`src/hw/rtl/sphv_pkg.sv`:
```
// ----------------------------------------------------------------------------
// sphv_pkg
// Shared types, constants and helper functions of the sphere vertex generator.
// ----------------------------------------------------------------------------
package sphv_pkg;

    // index field width and number of low dividend bits in each divider
    localparam int IDX_W   = 8;
    localparam int DIV_LOW = 32;

    // initial cordic x, the limit gain in Q30
    localparam logic signed [32:0] GAIN_Q30 = 33'sd652032875;

    // configuration register indexes
    localparam logic [1:0] CFG_RADIUS = 2'd0;
    localparam logic [1:0] CFG_SLICES = 2'd1;
    localparam logic [1:0] CFG_STACKS = 2'd2;

    // side data that travels with a word
    typedef struct packed {
        logic        oor;
        logic [15:0] vidx;
        logic [16:0] tex_u;
        logic [16:0] tex_v;
    } t_side;

    // arctangent of 2^-k in 2^-32 turn units
    function automatic logic [31:0] atan_turn(input int k);
        logic [31:0] v;
        v = 32'd0;
        case (k)
            0:  v = 32'd536870912;
            1:  v = 32'd316933406;
            2:  v = 32'd167458907;
            3:  v = 32'd85004756;
            4:  v = 32'd42667331;
            5:  v = 32'd21354465;
            6:  v = 32'd10679838;
            7:  v = 32'd5340245;
            8:  v = 32'd2670163;
            9:  v = 32'd1335087;
            10: v = 32'd667544;
            11: v = 32'd333772;
            12: v = 32'd166886;
            13: v = 32'd83443;
            14: v = 32'd41722;
            15: v = 32'd20861;
            16: v = 32'd10430;
            17: v = 32'd5215;
            18: v = 32'd2608;
            19: v = 32'd1304;
            20: v = 32'd652;
            21: v = 32'd326;
            22: v = 32'd163;
            23: v = 32'd81;
            default: v = 32'd0;
        endcase
        return v;
    endfunction

    // clamp to [-16384, 16384]
    function automatic logic signed [15:0] sat14(input logic signed [23:0] v);
        logic signed [15:0] r;
        if (v > 24'sd16384) begin
            r = 16'sd16384;
        end else if (v < -24'sd16384) begin
            r = -16'sd16384;
        end else begin
            r = v[15:0];
        end
        return r;
    endfunction

    // clamp to [-65535, 65535]
    function automatic logic signed [16:0] satpos(input logic signed [23:0] v);
        logic signed [16:0] r;
        if (v > 24'sd65535) begin
            r = 17'sd65535;
        end else if (v < -24'sd65535) begin
            r = -17'sd65535;
        end else begin
            r = v[16:0];
        end
        return r;
    endfunction

endpackage

```
`src/hw/rtl/sphv_div.sv`:
```
// ----------------------------------------------------------------------------
// sphv_div
// Pipelined restoring divider, one quotient bit per stage. Computes
// floor((num * 2^32 + low) / den) for num <= den.
// ----------------------------------------------------------------------------
module sphv_div (
    input  logic                         i_clk,
    input  logic                         i_en,
    input  logic [sphv_pkg::IDX_W-1:0]   i_num,
    input  logic [sphv_pkg::IDX_W-1:0]   i_den,
    input  logic [sphv_pkg::DIV_LOW-1:0] i_low,
    output logic [sphv_pkg::DIV_LOW:0]   o_quot
);
    localparam int N = sphv_pkg::DIV_LOW;
    localparam int W = sphv_pkg::IDX_W;

    logic [W-1:0] r_rem  [0:N];
    logic [N:0]   r_quot [0:N];
    logic [N-1:0] r_low  [0:N];
    logic [W-1:0] n_rem  [0:N];
    logic [N:0]   n_quot [0:N];
    logic [N-1:0] n_low  [0:N];

    // one compare and subtract per stage
    always_comb begin
        logic [W:0] t;
        logic       ge;
        ge        = (i_num >= i_den);
        n_rem[0]  = ge ? W'(i_num - i_den) : i_num;
        n_quot[0] = {N'(0), ge};
        n_low[0]  = i_low;
        for (int s = 1; s <= N; s++) begin
            t         = {r_rem[s-1], r_low[s-1][N-1]};
            ge        = (t >= {1'b0, i_den});
            n_rem[s]  = ge ? W'(t - {1'b0, i_den}) : t[W-1:0];
            n_quot[s] = {r_quot[s-1][N-1:0], ge};
            n_low[s]  = {r_low[s-1][N-2:0], 1'b0};
        end
    end

    // stage registers
    always_ff @(posedge i_clk) begin
        if (i_en) begin
            for (int s = 0; s <= N; s++) begin
                r_rem[s]  <= n_rem[s];
                r_quot[s] <= n_quot[s];
                r_low[s]  <= n_low[s];
            end
        end
    end

    assign o_quot = r_quot[N];

endmodule

```
`config.mk`:
```
export PLATFORM = sky130hd
export DESIGN_NAME = sphv_div
export DESIGN_NICKNAME = d
export VERILOG_FILES = /design/src/hw/rtl/sphv_pkg.sv /design/src/hw/rtl/sphv_div.sv
export SDC_FILE = /design/constraint.sdc
export NUM_CORES = 1
export LEC_CHECK = 0
export ABC_AREA = 0
export ABC_CLOCK_PERIOD_IN_PS = 4700
export BUFFER_PORTS_ARGS = -buffer_cell sky130_fd_sc_hd__buf_2
export CAP_MARGIN = 30
export CORE_MARGIN = 2
export CORE_UTILIZATION = 60
export CTS_CLUSTER_SIZE = 16
export DETAILED_ROUTE_END_ITERATION = 12
export GPL_TIMING_DRIVEN = 1
export PLACE_DENSITY = 0.76
export SLEW_MARGIN = 0
export SYNTH_ARGS = -nofsm -noshare
export SYNTH_HDL_FRONTEND = slang
export SYNTH_SLANG_ARGS = --single-unit
```
`constraint.sdc`:
```
create_clock -name i_clk -period 4.7 [get_ports i_clk]
set_input_delay 0.94 -clock i_clk [delete_from_list [all_inputs] [get_ports i_clk]]
set_output_delay 0.94 -clock i_clk [all_outputs]
set_load 0.01 [all_outputs]
```
==> qor.log <==
qor: synth.ff_latch_count_synth 1345
qor: power_and_ir_drop.design_power_total 36.1 mW
qor: critical_path.crit_type input pin to flop
qor: synth.yosys_warnings 0
qor: detailed_routing.drc_markers 0
qor: global_routing.pin_count_of_the_biggest_net_entering_global_routing 137
qor: sta.final_hold_violation_count 0
qor: floorplan.rows 109
qor: power_and_ir_drop.power.density_cell_area 596 mW/mm^2
qor: cts.clock_sinks 1345
qor: global_routing.antenna_found_initial 1
qor: sta.max_slew_margin_vs_limit 41.4%
qor: critical_path.rr_worst_depth 7
qor: detailed_routing.detail_route.wl_per_cell 18.7 um
qor: synth.ys_types 48
qor: power_and_ir_drop.worst_ir_drop_vdd 391 uV
qor: finish.layout-area-overhead-vs-synth 13.2%
qor: placed_design.dpl.cell_count 4533
qor: global_routing.globalRoute.totalOverflow 0
qor: synth.post_synth_main_area_contributors sky130_fd_sc_hd__edfxtp_1, sky130_fd_sc_hd__ha_1, sky130_fd_sc_hd__a21oi_1
qor: cts.clockRootBuffer sky130_fd_sc_hd__clkbuf_16
qor: synth.synth.yosys.seq_area_share 75.4%
qor: critical_path.reg2reg_slack 1.80 ns
qor: critical_path.reg2reg_from r_rem[0][226]$_DFFE_PP_
qor: synth.postSynthAreaPerCell 16.5 sq um
qor: synth.syn-cell-area 0.0535 sq mm
qor: floorplan.dieWidth 303 um
qor: sta.final-setup-viol-count 0
qor: global_routing.groute.usage.overall 20.1%
qor: detailed_routing.ant_nets 0
qor: sta.grt_setup_unrepaired false
qor: detailed_routing.first_iter_violations 2137
qor: cts.cts_hold_buffers 0
qor: detailed_routing.detailroute.via_count 27000
qor: synth.post_synth_edffs 1345
qor: finish.finish.net_count 3851
qor: floorplan.fp.dieArea 0.0916 sq mm
qor: cts.cts_tree done
qor: critical_path.destination_of_the_critical_timing_path r_rem[0][148]$_DFFE_PP_
qor: sta.max_slew_violation_count 0
qor: detailed_routing.drt-total-wl 89500 um
qor: floorplan.starting_density_of_the_core 60.6%
qor: synth.synthesis.instances 3242
qor: critical_path.critical_path.cell_chain buf_2, inv_1, buf_12, ha_1, a21o_1, a21oi_1, o21ai_0, and3_1, a21oi_2, mux2_2
qor: critical_path.cp_top_family compound AO/OA/AOI/OAI gates
qor: cts.clkTransAtPathRegs 0.06 ns
qor: floorplan.die_y 303 um
qor: global_routing.number_of_global_route_vias_before_repair 27600
qor: critical_path.critical_path_arrival 3.51 ns
qor: critical_path.timing.critical_path.slowest_stage_cell sky130_fd_sc_hd__a21oi_2
qor: cts.post-cts-setup-buffer-count 0
qor: worst_hold_path.min-delay-path-class input pin to flop
qor: finish.insertedDiodeCount 0
qor: placed_design.dp_hpwl 54600 um
qor: cts.cts-htree-levels 4
qor: sta.timing.final.crit_share 64.4%
qor: critical_path.worst_setup_path_start_kind input pin
qor: sta.period_needed 3.03 ns
qor: sta.final_skew 0.0266 ns
qor: synth.postSynth.asyncResetShare 0%
qor: sta.timing_worst_slew_pin_value 0.879 ns
qor: placed_design.gp_routability_congestion 0.881
qor: critical_path.critPathBufInv 3
qor: critical_path.crit_required 5.19 ns
qor: finish.mostFrequentLayoutCell sky130_fd_sc_hd__edfxtp_1
qor: synth.synth_area_leader_cell sky130_fd_sc_hd__edfxtp_1
qor: cts.worst_skew_pair.late_latency 0.75 ns
qor: finish.fillerInstances 5753
qor: critical_path.critPathCaptureType flop
qor: power_and_ir_drop.p_leak 22.1 nW
qor: placed_design.port_buffers 82
qor: finish.final-instance-count-excl-fill 4773
qor: detailed_routing.drt_pre_antenna_iters 5
qor: floorplan.num_io_pins 83
qor: cts.cts_inserted_buffers 134
qor: synth.synth_largest_type_area_fraction 75.4%
qor: floorplan.placeableCoreArea 0.0884 sq mm
qor: synth.syn_nets 3588
qor: sta.setup-tns-final 0 ns
qor: critical_path.setup.worst_path.start i_den[3]
qor: critical_path.critical_path.reg2reg.endpoint r_rem[0][236]$_DFFE_PP_
qor: job.drv_cap 0
qor: detailed_routing.vias_per_cell 5.66
qor: synth.dominantRegCellSynth sky130_fd_sc_hd__edfxtp_1
qor: cts.cts_max_path_buffers 3
qor: finish.layout_common_cells sky130_fd_sc_hd__edfxtp_1, sky130_fd_sc_hd__ha_1, sky130_fd_sc_hd__a21oi_1
qor: finish.drive_above_1_share 11.5%
qor: global_routing.grt_first_pass_wirelength 143000 um
qor: cts.cts_resized 0
qor: sta.fmax 0.330 GHz
qor: critical_path.critical_path.max_stage_delay 0.39 ns
qor: run_status.status complete, no violations
qor: critical_path.crit_fanout 32
qor: critical_path.critical_path_depth 10
-- cell families (layout without fill, tap and decap cells) --
family | Yosys count | in the layout | share of synthesized area, %
AOI/OAI and AO/OA | 688 | 688 | 7.58
and+or+nand+nor | 546 | 546 | 4.65
muxes | 82 | 82 | 1.68
xor gates and xnor gates | 139 | 139 | 2.27
buffers and inverters | 146 | 512 | 1.02
DFF | 1345 | 1345 | 75.4
adders and majority gates | 296 | 296 | 7.37
-- state kept, by name, summed over array words and instances, names as in the netlist --
name	cells
r_rem	256
r_quot	561
r_low	528
-- Yosys cell counts, drive strengths merged (2+ instances only) --
cell / number
xor2: 74
o31ai: 4
edfxtp: 1345
fa: 32
a2bb2oi: 5
a21boi: 33
a211oi: 21
a31oi: 8
or3: 8
a2111oi: 6
o21ai: 230
nor2b: 54
a311oi: 3
a21oi: 244
nor4: 5
xnor2: 65
and3: 12
nor2: 171
a31o: 2
a311o: 10
a21o: 52
o21a: 8
nand2: 169
and2: 4
inv: 117
nor3: 37
clkbuf: 29
a221oi: 2
ha: 264
o211ai: 21
nand2b: 48
a41oi: 3
o21bai: 34
mux2i: 17
nand4: 4
nand3: 31
mux2: 65
-- worst reg2reg max path, stage by stage (launching register included) --
cell,delay (ns)
sky130_fd_sc_hd__edfxtp_1,0.43
sky130_fd_sc_hd__ha_1,0.37
sky130_fd_sc_hd__and3_4,0.21
sky130_fd_sc_hd__a21boi_1,0.13
sky130_fd_sc_hd__a211oi_2,0.32
sky130_fd_sc_hd__a21oi_2,0.12
sky130_fd_sc_hd__a2111oi_4,0.66
sky130_fd_sc_hd__mux2_2,0.41
-- metrics by stage --
| stage | util [%] | hold WS, ns | instance area, sq um | setup slack (ns) |
|---|---|---|---|---|
| 6_report | 68.6 | 0.365 | 60600 | 1.67 |
| 5_1_grt | 68.6 | 0.316 | 60600 | 1.58 |
| 4_1_cts | 68.5 | 0.301 | 60600 | 1.74 |
| 3_5_place_dp | 63.5 | 0.405 | 56100 | 0.918 |
| 3_3_place_gp | 63.5 | 0.400 | 56100 | 0.986 |
| 2_1_floorplan | - | 0.400 | 53500 | 0.837 |
-- worst min path at each step --
stage	startpoint	to	cells past startpoint
floorplan	r_low[0][67]$_DFFE_PP_	r_low[0][100]$_DFFE_PP_	0
global placement	r_low[0][347]$_DFFE_PP_	r_low[0][380]$_DFFE_PP_	0
detailed placement	r_low[0][67]$_DFFE_PP_	r_low[0][100]$_DFFE_PP_	0
CTS	i_low[15]	r_low[0][15]$_DFFE_PP_	1
global route	i_low[18]	r_low[0][18]$_DFFE_PP_	1
finish	i_low[18]	r_low[0][18]$_DFFE_PP_	1
-- power by group --
group / internal [mW] / switching (mW) / total (mW)
Sequential: 15.8 / 0.896 / 16.7
Combinational: 3.86 / 4.96 / 8.83
Clock: 6.16 / 4.46 / 10.6
-- layout make-up --
class,instances,area (sq um),share of cell area (%)
clock buffer,159,3450,5.69
clock inverter,80,1010,1.66
inverter,117,439,0.725
multi-input combinational,1751,12600,20.8
sequential,1345,40400,66.6
tap,1165,1460,2.41
timing repair buffer,156,1250,2.06
-- routing by layer --
metal	vias up	wire length (um)	track usage (%)
met2	659	44700	33.9
met5	-	0	0
met1	13200	38200	26.2
met4	0	2880	8.49
li1	13000	-	-
met3	213	3610	3.38
(Power assumes the default switching activity.)
