`src/hw/rtl/sphv_pkg.sv`:
```
// ----------------------------------------------------------------------------
// sphv_pkg
// Shared types, constants and helper functions of the sphere vertex generator.
// ----------------------------------------------------------------------------
package sphv_pkg;

    // index field width and number of low dividend bits in each divider
    localparam int IDX_W   = 8;
    localparam int DIV_LOW = 32;

    // initial cordic x, the limit gain in Q30
    localparam logic signed [32:0] GAIN_Q30 = 33'sd652032875;

    // configuration register indexes
    localparam logic [1:0] CFG_RADIUS = 2'd0;
    localparam logic [1:0] CFG_SLICES = 2'd1;
    localparam logic [1:0] CFG_STACKS = 2'd2;

    // side data that travels with a word
    typedef struct packed {
        logic        oor;
        logic [15:0] vidx;
        logic [16:0] tex_u;
        logic [16:0] tex_v;
    } t_side;

    // arctangent of 2^-k in 2^-32 turn units
    function automatic logic [31:0] atan_turn(input int k);
        logic [31:0] v;
        v = 32'd0;
        case (k)
            0:  v = 32'd536870912;
            1:  v = 32'd316933406;
            2:  v = 32'd167458907;
            3:  v = 32'd85004756;
            4:  v = 32'd42667331;
            5:  v = 32'd21354465;
            6:  v = 32'd10679838;
            7:  v = 32'd5340245;
            8:  v = 32'd2670163;
            9:  v = 32'd1335087;
            10: v = 32'd667544;
            11: v = 32'd333772;
            12: v = 32'd166886;
            13: v = 32'd83443;
            14: v = 32'd41722;
            15: v = 32'd20861;
            16: v = 32'd10430;
            17: v = 32'd5215;
            18: v = 32'd2608;
            19: v = 32'd1304;
            20: v = 32'd652;
            21: v = 32'd326;
            22: v = 32'd163;
            23: v = 32'd81;
            default: v = 32'd0;
        endcase
        return v;
    endfunction

    // clamp to [-16384, 16384]
    function automatic logic signed [15:0] sat14(input logic signed [23:0] v);
        logic signed [15:0] r;
        if (v > 24'sd16384) begin
            r = 16'sd16384;
        end else if (v < -24'sd16384) begin
            r = -16'sd16384;
        end else begin
            r = v[15:0];
        end
        return r;
    endfunction

    // clamp to [-65535, 65535]
    function automatic logic signed [16:0] satpos(input logic signed [23:0] v);
        logic signed [16:0] r;
        if (v > 24'sd65535) begin
            r = 17'sd65535;
        end else if (v < -24'sd65535) begin
            r = -17'sd65535;
        end else begin
            r = v[16:0];
        end
        return r;
    endfunction

endpackage

```
`src/hw/rtl/sphv_cordic.sv`:
```
// ----------------------------------------------------------------------------
// sphv_cordic
// Pipelined rotation-mode cordic, one iteration per stage, with quadrant
// fold-in and Q1.14 rounding on the way out.
// ----------------------------------------------------------------------------
module sphv_cordic #(
    parameter int STEPS = 16
) (
    input  logic               i_clk,
    input  logic               i_en,
    input  logic [31:0]        i_phase,
    output logic signed [15:0] o_sin,
    output logic signed [15:0] o_cos
);
    logic signed [32:0] r_x [0:STEPS];
    logic signed [32:0] r_y [0:STEPS];
    logic signed [31:0] r_z [0:STEPS];
    logic [1:0]         r_quad [0:STEPS];
    logic signed [32:0] n_x [0:STEPS];
    logic signed [32:0] n_y [0:STEPS];
    logic signed [31:0] n_z [0:STEPS];
    logic [1:0]         n_quad [0:STEPS];
    logic signed [15:0] n_sin, n_cos;

    // quadrant split and micro-rotations
    always_comb begin
        logic [32:0]        sum;
        logic signed [32:0] dx, dy;
        logic signed [31:0] at;
        sum       = {1'b0, i_phase} + 33'h020000000;
        n_quad[0] = sum[31:30];
        n_z[0]    = $signed({2'b00, sum[29:0]}) - 32'sd536870912;
        n_x[0]    = sphv_pkg::GAIN_Q30;
        n_y[0]    = 33'sd0;
        for (int s = 1; s <= STEPS; s++) begin
            dx        = r_y[s-1] >>> (s - 1);
            dy        = r_x[s-1] >>> (s - 1);
            at        = $signed(sphv_pkg::atan_turn(s - 1));
            n_quad[s] = r_quad[s-1];
            if (!r_z[s-1][31]) begin
                n_x[s] = r_x[s-1] - dx;
                n_y[s] = r_y[s-1] + dy;
                n_z[s] = r_z[s-1] - at;
            end else begin
                n_x[s] = r_x[s-1] + dx;
                n_y[s] = r_y[s-1] - dy;
                n_z[s] = r_z[s-1] + at;
            end
        end
    end

    // round to Q1.14 and rotate by quadrant
    always_comb begin
        logic signed [32:0] xr, yr;
        logic signed [15:0] c, s;
        xr = (r_x[STEPS] + 33'sd32768) >>> 16;
        yr = (r_y[STEPS] + 33'sd32768) >>> 16;
        c  = sphv_pkg::sat14(24'(xr));
        s  = sphv_pkg::sat14(24'(yr));
        case (r_quad[STEPS])
            2'd1:    begin n_cos = -s; n_sin = c;  end
            2'd2:    begin n_cos = -c; n_sin = -s; end
            2'd3:    begin n_cos = s;  n_sin = -c; end
            default: begin n_cos = c;  n_sin = s;  end
        endcase
    end

    // stage registers
    always_ff @(posedge i_clk) begin
        if (i_en) begin
            for (int s = 0; s <= STEPS; s++) begin
                r_x[s]    <= n_x[s];
                r_y[s]    <= n_y[s];
                r_z[s]    <= n_z[s];
                r_quad[s] <= n_quad[s];
            end
            o_sin <= n_sin;
            o_cos <= n_cos;
        end
    end

endmodule

```
`config.mk`:
```
export PLATFORM = sky130hd
export DESIGN_NAME = sphv_cordic
export DESIGN_NICKNAME = d
export VERILOG_FILES = /design/src/hw/rtl/sphv_pkg.sv /design/src/hw/rtl/sphv_cordic.sv
export SDC_FILE = /design/constraint.sdc
export NUM_CORES = 2
export LEC_CHECK = 0
export BUFFER_PORTS_ARGS = -buffer_cell sky130_fd_sc_hd__buf_2
export CAP_MARGIN = 40
export CORE_MARGIN = 2
export CORE_UTILIZATION = 60
export CTS_CLUSTER_SIZE = 16
export DETAILED_ROUTE_END_ITERATION = 8
export GPL_TIMING_DRIVEN = 1
export PLACE_DENSITY = 0.76
export SLEW_MARGIN = 10
export SYNTH_ARGS = -nofsm -noshare
export SYNTH_HDL_FRONTEND = slang
export SYNTH_SLANG_ARGS = --single-unit
```
`constraint.sdc`:
```
create_clock -name i_clk -period 11.65 [get_ports i_clk]
set_clock_uncertainty 0.15 [all_clocks]
set_input_delay 1.165 -clock i_clk [delete_from_list [all_inputs] [get_ports i_clk]]
set_output_delay 1.165 -clock i_clk [all_outputs]
set_load 0.01 [all_outputs]
```
==> metrics list <==
* Total non-filler cell area in the finished layout: approximately 130,000 sq um
* Max-slew violation count: 0
- Each instance of the synthesized netlist takes up on average 9.643 sq um.
- Routed vias/inst: 6.263
* Die extent in x: 457.6 um
- Relative area change from synthesis to final layout: 7.771%
- In this run the count of I/O pins placed on the die edge is 66.
- The worst register-to-register path ends at r_x[0][262].
- The layout has roughly 16,000 filler cells.
- Yosys mapped a number of flops with a built-in enable equal to 1,498.
- Clock tree from TritonCTS: done
- The clock period could shrink to 5853 ps.
- Die outline area: 209,400 sq um
- After clock tree synthesis, the setup repair step added 0 buffers.
* Ys flop type: sky130_fd_sc_hd__edfxtp_1
- Wire length per cell after detailed routing: 20.43 um
- Area inside the core boundary: roughly 200,000 sq um
* First-pass GRT wire length: slightly above 500,000 um
* Placement row count: 166
* Outcome: finished clean
- Die Span Y: 457.6 um
- Post-place instance area: 127,100 sq um
- Number of buffers inserted during clock tree synthesis: 173
- Worst reg2reg setup slack: 5800 ps
* Most used cells in the layout excluding fill and tap cells: sky130_fd_sc_hd__edfxtp_1, sky130_fd_sc_hd__ha_1, sky130_fd_sc_hd__a21oi_1, sky130_fd_sc_hd__nor2_1, sky130_fd_sc_hd__xnor2_1
* Antenna violations before repair: 1
* CTS clk-pin slew, worst paths: around 60 ps
* Number of cells produced by synthesis: 12,800
- The first detailed-routing pass ran for 8 iterations.
- Summed over all nets, the half-perimeter wirelength after detailed placement is 250,600 um.
- In this run the critical register-to-register path is launched from r_y[6][8].
- STA classifies the critical path endpoint as a flop.
* Worst Path Required: 12,090 ps
- Number of sinks on the clock net: 1,498
- Arrival time at the worst endpoint: approximately 6300 ps
- Final setup margin: 5797 ps
- Capture endpoint of the worst hold path: r_quad[0][2]
- The final layout contains 14,330 nets.
- Counting along the longest clock path gives a buffer depth of 3.
* Worst min path class: reg -> reg
- Number of register bits inferred by synthesis: between 1,000 and 1,500
- Startpoint type of the worst setup path: flop
- For this run, the register share of the synthesized area comes to 0.3644.
- In this run, the number of DRC markers left after iteration 0 of detailed routing was 8,312.
- The worst pin sits at a relative slew slack of 0.3001.
- The number of cells on the worst reg-to-reg path is 17.
- Number of buffers added to fix hold violations after cts: 0
* Clock latency on the worst-skew pair: 830 ps
* Vias in the first global route: 94,020
* Most common library cell in the layout ignoring fill and taps: sky130_fd_sc_hd__edfxtp_1
- Worst Tran Pin Value: 1050 ps
- The final-report hold violation count is 0.
* Quantity of I/O buffers inserted on ports: 65
- H-tree levels: 4
- In this run the remaining antenna-violating nets after routing total 0.
* Via count: 98,530
- Of the cells placed in the final design, the portion with a size suffix greater than 1 is 0.04416.
- Instance count after placement with tap cells included: 15,420
- RD Place Congestion: between 0.9 and 1
* Startpoint of the worst hold path: r_quad[0][0]
- Summing every instance area after synthesis gives 123,500 sq um.
- Fmax: 0.1708 GHz
* GRT overflow: 0
* Global-route usage over all layers: 0.2983
* Cell chosen for the clock root: sky130_fd_sc_hd__clkbuf_16
- After detailed routing, the number of remaining DRC violations is 0.
- The number of different library cells used by synthesis comes to between 90 and 100.
- The finished layout holds about 16,000 standard cells, fillers aside.
- Final cycle utilization of the critical path: 0.5024
* RSZ-0062 raised after global routing: false
- Across the run, the number of max-cap violations was 0.
* Setup violations, final: 0
- OpenSTA, run right after detailed placement, puts the worst setup slack at 5884 ps.
- CTS resizes: 0
* Maximum fanout count along the critical path: 6
- After routing, the total negative slack on setup checks comes to 0 ps.
- The Yosys step of the flow raised 0 warnings.
- The worst hold path was traced through 0 stages.
- Detailed Route WL: 321,400 um
- Largest net degree at the start of global routing: 191
- Classification of the worst setup path: reg -> reg
- Initial Util: 0.6034
* Antenna diodes: 0
- In the synthesized netlist the async set-or-reset flop fraction comes to 0.
## sequential cells by signal, summed over array words and instances (netlist names)
| signal | count |
|---|---|
| r_z | 476 |
| r_x | 477 |
| o_sin | 16 |
| o_cos | 16 |
| r_y | 479 |
| r_quad | 34 |
## Yosys cell counts (248+ instances only)
cell,n,area share
sky130_fd_sc_hd__inv_1,563,0.017
sky130_fd_sc_hd__nor2_1,1195,0.036
sky130_fd_sc_hd__o21ai_0,649,0.026
sky130_fd_sc_hd__a21oi_1,1313,0.053
sky130_fd_sc_hd__xnor2_1,1179,0.084
sky130_fd_sc_hd__o21a_1,248,0.015
sky130_fd_sc_hd__nor3_1,383,0.016
sky130_fd_sc_hd__ha_1,1347,0.14
sky130_fd_sc_hd__edfxtp_1,1498,0.36
sky130_fd_sc_hd__a21o_1,495,0.030
sky130_fd_sc_hd__xor2_1,585,0.042
sky130_fd_sc_hd__nand2_1,578,0.018
## cells by family after synthesis
kind of cell             share of synthesized area
other                                   0.00006083
adder cells (fa/ha/maj)                     0.1432
AO/OA/AOI/OAI                               0.1986
buffers and inverters                      0.02413
XOR/XNOR                                    0.1251
multiplexers                               0.01246
AND/OR/NAND/NOR                             0.1320
flip-flops                                  0.3644
## layer usage
metal | up-vias | global-route usage | share of wire
met2 | 3035 | 0.4972 | 0.47
li1 | 47990 | - | -
met3 | 579 | 0.03687 | 0.058
met5 | - | 0 | 0
met1 | 46930 | 0.4038 | 0.44
met4 | 0 | 0.09674 | 0.032
## stage by stage
stage                     utilization  hold slack [ps]
after floorplan                     -            250.3
after global placement         0.6195            250.3
after detailed placement       0.6213            254.5
after CTS                      0.6502            258.9
after global routing           0.6503            272.2
final                          0.6503            265.2
## layout make-up
class / instances / area (sq um) / area share
Multi-Input combinational cell: 10530 / 75520 / 0.5676
Timing Repair Buffer: 131 / 1127 / 0.008473
Clock buffer: 194 / 4429 / 0.03329
Tap cell: 2688 / 3363 / 0.02528
Inverter: 569 / 2136 / 0.01605
Sequential cell: 1498 / 44980 / 0.3381
Clock inverter: 121 / 1490 / 0.01120
## worst max-delay path, cell delays in order, from the launching register on
cell                       delay [ps]
sky130_fd_sc_hd__edfxtp_1         500
sky130_fd_sc_hd__or4_1            610
sky130_fd_sc_hd__or3_1            390
sky130_fd_sc_hd__nor4b_1          700
sky130_fd_sc_hd__nand2_1          320
sky130_fd_sc_hd__nor3_1           470
sky130_fd_sc_hd__nor2_1           100
sky130_fd_sc_hd__xor2_1           170
sky130_fd_sc_hd__ha_1             380
sky130_fd_sc_hd__nand3_1          120
sky130_fd_sc_hd__nor2_1           240
sky130_fd_sc_hd__nand2_1          130
sky130_fd_sc_hd__a211oi_1         440
sky130_fd_sc_hd__nor3b_1          150
sky130_fd_sc_hd__o31a_1           370
sky130_fd_sc_hd__o21ai_0          160
sky130_fd_sc_hd__a21oi_1          100
sky130_fd_sc_hd__xnor2_1          130
## how the worst max path moves through the flow
stage / start / to / slack (ps) / cells after the start
after global placement: r_z[0][223] / r_y[7][31] / 5870 / 14
after CTS: r_x[0][476] / r_y[15][31] / 5860 / 17
final: r_y[6][8] / r_x[0][262] / 5800 / 17
after global routing: r_y[4][7] / r_x[0][197] / 5430 / 19
after floorplan: r_y[15][15] / r_x[0][560] / 6730 / 15
after detailed placement: r_z[0][223] / r_y[7][31] / 5880 / 17
Power is not shown: default switching activity piles up to over one toggle a cycle in this logic, so the estimate is an artifact.
